`src/dpf_pkg.sv`:
```
package dpf_pkg;

  // Number formats
  localparam int FRAC_BITS  = 16;
  localparam int DIR_BITS   = 28;

  // Depth of the iterative units, one result bit per stage
  localparam int SQRT_STAGES = 31;
  localparam int DIV_STAGES  = 35;

  // Configuration port
  localparam int CFG_IDX_W  = 3;
  localparam int CFG_DATA_W = 32;

  typedef enum logic [CFG_IDX_W-1:0] {
    CFG_CENTER_X = 3'd0,
    CFG_CENTER_Y = 3'd1,
    CFG_CENTER_Z = 3'd2,
    CFG_MOMENT_X = 3'd3,
    CFG_MOMENT_Y = 3'd4,
    CFG_MOMENT_Z = 3'd5
  } cfg_idx_e;

  typedef struct packed {
    logic signed [31:0] point_x;
    logic signed [31:0] point_y;
    logic signed [31:0] point_z;
  } in_t;

  typedef struct packed {
    logic signed [47:0] field_x;
    logic signed [47:0] field_y;
    logic signed [47:0] field_z;
    logic signed [47:0] potential;
    logic               singular;
    logic               overflow;
  } out_t;

endpackage

```
`src/dpf_isqrt.sv`:
```
// Pipelined integer square root, two radicand bits per stage
module dpf_isqrt (
  input  logic        clk_i,
  input  logic        en_i,
  input  logic [61:0] rad_i,
  output logic [30:0] root_o
);

  localparam int NST = dpf_pkg::SQRT_STAGES;

  logic [32:0] rem_q  [NST-1];
  logic [61:0] rad_q  [NST-1];
  logic [30:0] root_q [NST];

  for (genvar i = 0; i < NST; i++) begin : g_stage
    logic [32:0] rem_in;
    logic [30:0] root_in;
    logic [61:0] rad_in;
    logic [34:0] trial_rem;
    logic [34:0] trial;
    logic        ge;

    if (i == 0) begin : g_first
      assign rem_in  = '0;
      assign root_in = '0;
      assign rad_in  = rad_i;
    end else begin : g_next
      assign rem_in  = rem_q[i-1];
      assign root_in = root_q[i-1];
      assign rad_in  = rad_q[i-1];
    end

    // Bring down two bits, try 4*root+1
    assign trial_rem = {rem_in, rad_in[61:60]};
    assign trial     = {2'b00, root_in, 2'b01};
    assign ge        = trial_rem >= trial;

    always_ff @(posedge clk_i) begin
      if (en_i) begin
        root_q[i] <= {root_in[29:0], ge};
      end
    end

    if (i < NST - 1) begin : g_carry
      logic [34:0] diff;
      assign diff = trial_rem - trial;
      always_ff @(posedge clk_i) begin
        if (en_i) begin
          rem_q[i] <= ge ? diff[32:0] : trial_rem[32:0];
          rad_q[i] <= {rad_in[59:0], 2'b00};
        end
      end
    end
  end

  assign root_o = root_q[NST-1];

endmodule

```
`config.mk`:
```
export PLATFORM = sky130hd
export DESIGN_NAME = dpf_isqrt
export DESIGN_NICKNAME = d
export VERILOG_FILES = /design/src/dpf_pkg.sv /design/src/dpf_isqrt.sv
export SDC_FILE = /design/constraint.sdc
export NUM_CORES = 2
export LEC_CHECK = 0
export BUFFER_PORTS_ARGS = -buffer_cell sky130_fd_sc_hd__buf_2
export CAP_MARGIN = 20
export CELL_PAD_IN_SITES_DETAIL_PLACEMENT = 1
export CELL_PAD_IN_SITES_GLOBAL_PLACEMENT = 2
export CORE_ASPECT_RATIO = 0.9
export CORE_UTILIZATION = 46
export CTS_BUF_LIST = sky130_fd_sc_hd__clkbuf_16
export DETAILED_ROUTE_END_ITERATION = 6
export PLACE_DENSITY = 0.88
export SLEW_MARGIN = 5
export SYNTH_ARGS = -nofsm -noshare
export SYNTH_HDL_FRONTEND = slang
export SYNTH_SLANG_ARGS = --single-unit
```
`constraint.sdc`:
```
create_clock -name clk_i -period 4.6 [get_ports clk_i]
set_clock_uncertainty 0.05 [all_clocks]
set_input_delay 0.69 -clock clk_i [delete_from_list [all_inputs] [get_ports clk_i]]
set_output_delay 0.69 -clock clk_i [all_outputs]
set_load 0.02 [all_outputs]
```
# ---- Yosys cells after proc, flatten, opt, wreduce, memory -nomap -nowiden
# Memories as Yosys holds them, arrays and structs flattened.
# Cells that the tools add are included.
dict set report totals {
  ff_bits 0
  output_inout_bits 31
  n_memories 3
  mem_bits_rw 3751
  elab_cells 96
}
# memory depth width rd rd_ports_with_merged_regs write_ports line_no
set mem_list {}
lappend mem_list {rad_q 30 60 30 0 30 dpf_isqrt.sv:12} ;# logic [61:0] rad_q [NST-1];
lappend mem_list {rem_q 30 33 30 0 30 dpf_isqrt.sv:11} ;# logic [32:0] rem_q [NST-1];
lappend mem_list {root_q 31 31 31 0 31 dpf_isqrt.sv:13} ;# logic [30:0] root_q [NST];
dict set report op_classes {
  mux 32
  addsub 30
  n_lt_le_gt_ge 31
}
# op count
set ops {}
lappend ops {{35-bit by 33-bit greater-or-equal comparator with 1-bit output} 30}
lappend ops {{33-bit two-way mux} 30}
lappend ops {{33-bit subtractor} 29}
lappend ops {{2-bit by 1-bit subtractor with 3-bit output, second input constant} 1}
lappend ops {{2-bit by 1-bit greater-or-equal comparator with 1-bit output, second input constant} 1}
lappend ops {{1-bit two-way mux} 2}

# ---- Longest topological paths before layout
# An unclocked memory read counts as a cell.
dict set report depth {
  ltp_word 3
  ltp_mapped 14
  mapped_depth_nobuf 13
}

# ---- Worst setup path before layout
# Ideal clock, no wire load.
dict set report synth_timing {
  kind {flip-flop to flip-flop}
  from {memory rem_q[24][0] (netlist: rem_q[1][264])}
  to {memory rem_q[25][19] (netlist: rem_q[1][316]) (data pin)}
  period_less_slack_ns 3.554
  arrival_time_ns 3.233
  path_buffers 1
  setup_time_ns 0.270
  stages_incl_launch_ff 14
  required_time_ns 4.280
  slack_ns 1.046
  cell_sequence {edfxtp_1 ha_1 o21a_1 or4_1 o21ai_0 o31ai_1 a221o_1 a21oi_1 o31ai_1 nor3_1 inv_2 clkbuf_1 nor2_1 a21oi_1}
}
# element line_no
set synth_lines {}
lappend synth_lines {{from (decl)} dpf_isqrt.sv:11}

==> impl_metrics.toml <==
[drt]
postRouteAntennaNets = 0
via_per_inst = 5.48
drc_errors = 0
routed_wl_um = 251000
num_vias = 67100
drt-pass1-iter-count = 6
wl_per_cell_um = 20.5
first_iter_violations = 4863

[global_routing]
grt_pass1_vias = 70100
grt_max_degree = 111
busiest_layer = "met2"
grt_pass1_wl_um = 398000
antenna_found_initial = 12
grt_remaining_overflow = 0
use_met2 = 0.328
grt_util_met3 = 0.0265
use_met1 = 0.309
grtUsageTotal = 0.209

[placed_design]
numPortBuffers = 94
numPlacedInstances = 11700
placed_area_sq_um = 115000
gp_congestion = 0.895
dp_slack_ns = 0.394
dp_hpwl_um = 184000

[clocking]
ctsHoldBuffers = 63
cts_resized = 0
ctsRootBufferMaster = "clkbuf_16"
tritoncts = "done"
postCtsSetupBuffers = 0
cts-htree-levels = 4
clk_path_buf_depth = 4
cts-buffers-inserted = 247
clock_latency_ns = 0.92
cts_sinks = 2368
clk_pin_slew_ns = 0.07

[floorplanning]
io_pins = 95
dieArea_sq_um = 241000
core_region_area_sq_um = 237000
rows = 169
die-width_um = 517
initial_core_util = 0.464
die_h_um = 466

[min_path]
whs_path_depth = 1
worstHoldStart = "en_i"
hold_path.class = "in -> reg"

[cells_and_area]
layout-drive-gt1-share = 0.0810
final_common_cell = "edfxtp_1"
syn_to_final_growth_pct = 12.6
fin_nets = 9459
fin_util = 0.523
fin_cells = 12200
fillers = 23700
fin_area_sq_um = 124000
mostFrequentLayoutCells = "edfxtp_1, inv_1, nor2_1"

[critical_path]
cp_data_required_time_ns = 5.13
critPathLaunch = "rem_q[1][397]"
end_kind = "flop"
rr_worst_depth = 11
cpPeakStageDelay_ns = 0.64
start_kind = "flop"
path_cells = "ha_1 -> nand2_1 -> o21ai_0 -> a21oi_1 -> o21ai_0 -> o221ai_1 -> o21a_1 -> and2_2 -> buf_12 -> nand2_1 -> o21ai_0"
cp_common_cell = "o21ai_0"
critPathSlowestCell = "o21ai_0"
rr_startpoint = "rem_q[1][397]"
cp_max_fo = 51
arrival_ns = 4.89
crit_type = "reg -> reg"

[run]
max_cap_viol_count = 0

[timing]
fin_crit_sh = 0.948
fin_ws_ns = 0.238
fmax_mhz = 229
whs_ns = 0.237
setup_viol = 0
hold_violations = 0
rsz0062_at_grt = "no"
fin_crit_ns = 4.36
final.setup.tns_ns = 0
relSlewSlack = 0.293
drv_slew = 0
max_slew.worst_pin.slew_ns = 1.06

[pwr]
powerDensity_nw_per_um2 = 492
totalPowerFinal_mw = 60.9
ir_drop_mv = 0.377
power.leakage_nw = 47.3

[synthesis]
synth_ff_type = "edfxtp_1"
synthArstFlopShare = 0
synth_area_per_cell_sq_um = 13.0
synth_top_area_frac = 0.647
ys_seq_area_frac = 0.647
ys_seq_elements = 2368
yosysTopAreaCell = "edfxtp_1"
ys_types = 85
synth_edf_count = 2368
yosysWarnings = 0
synth_cells = 8470
syn-num-nets = 9062
netlist_area_sq_um = 110000
synthTopCellsByArea = "edfxtp_1, ha_1, xnor2_1"

[run_status]
outcome = "finished clean"
-- final cells by class --
class                   count  area [sq um]  share of cell area
flip-flops and latches   2368         71100               0.575
multi-input cells        5277         35800               0.289
clock buffers             250          6260              0.0506
well taps                3163          3960              0.0320
inverters                 681          2560              0.0207
repair buffers            292          2410              0.0195
clock inverters           203          1630              0.0132
diodes                      4          10.0           0.0000809
-- layer usage --
metal / part of all wire / up-vias
met5: 0 / -
met1: 0.48 / 33400
met2: 0.45 / 1261
li1: - / 32100
met4: 0.020 / 0
met3: 0.045 / 329
-- state kept, by name, indices dropped and copies added, names as in the netlist --
signal,count
rad_q,930
root_q,496
rem_q,942
-- worst max-delay path: cells and delay by family, from the launching register on --
kind                     cells  cell delay (ns)
AO/OA/AOI/OAI                6             2.29
buffers and inverters        1             0.21
adder cells (fa/ha/maj)      1             0.39
flip-flops                   1             0.42
AND/OR/NAND/NOR              3             0.60
-- cells in the mapped netlist, types with 119 or more instances --
cell / number
inv_1: 676
o21ai_0: 414
a21o_1: 221
nand3_1: 146
ha_1: 528
nor2_1: 570
clkbuf_1: 125
xor2_1: 369
nor4_1: 119
nor3_1: 216
a21oi_1: 525
edfxtp_1: 2368
xnor2_1: 403
nand2_1: 531
-- worst paths after layout --
check	endpoint	slack [ns]
hold reg to reg	rad_q[0][691]	0.33
hold / removal	rad_q[0][3]	0.24
setup reg to reg	rem_q[1][435]	0.24
setup / recovery	rem_q[1][435]	0.24
-- cells by family (layout without fill, tap and decap cells) --
family | count (synthesis) | in the layout | synth area share
muxes | 96 | 96 | 0.00969
and+or+nand+nor | 2213 | 2213 | 0.0995
buffers and inverters | 825 | 1426 | 0.0283
xor gates and xnor gates | 772 | 772 | 0.0615
DFF | 2368 | 2368 | 0.647
adders and majority gates | 528 | 528 | 0.0601
other | 1 | 5 | 0.0000341
AOI/OAI and AO/OA | 1667 | 1667 | 0.0937
-- report_power, final --
part | internal (mW) | switching, mW | total [mW]
Clock | 11.1 | 8.31 | 19.4
Sequential | 27.2 | 1.96 | 29.2
Combinational | 5.07 | 7.25 | 12.3
Total | 43.4 | 17.5 | 60.9
Note: power is estimated with default switching activity, not from simulation.
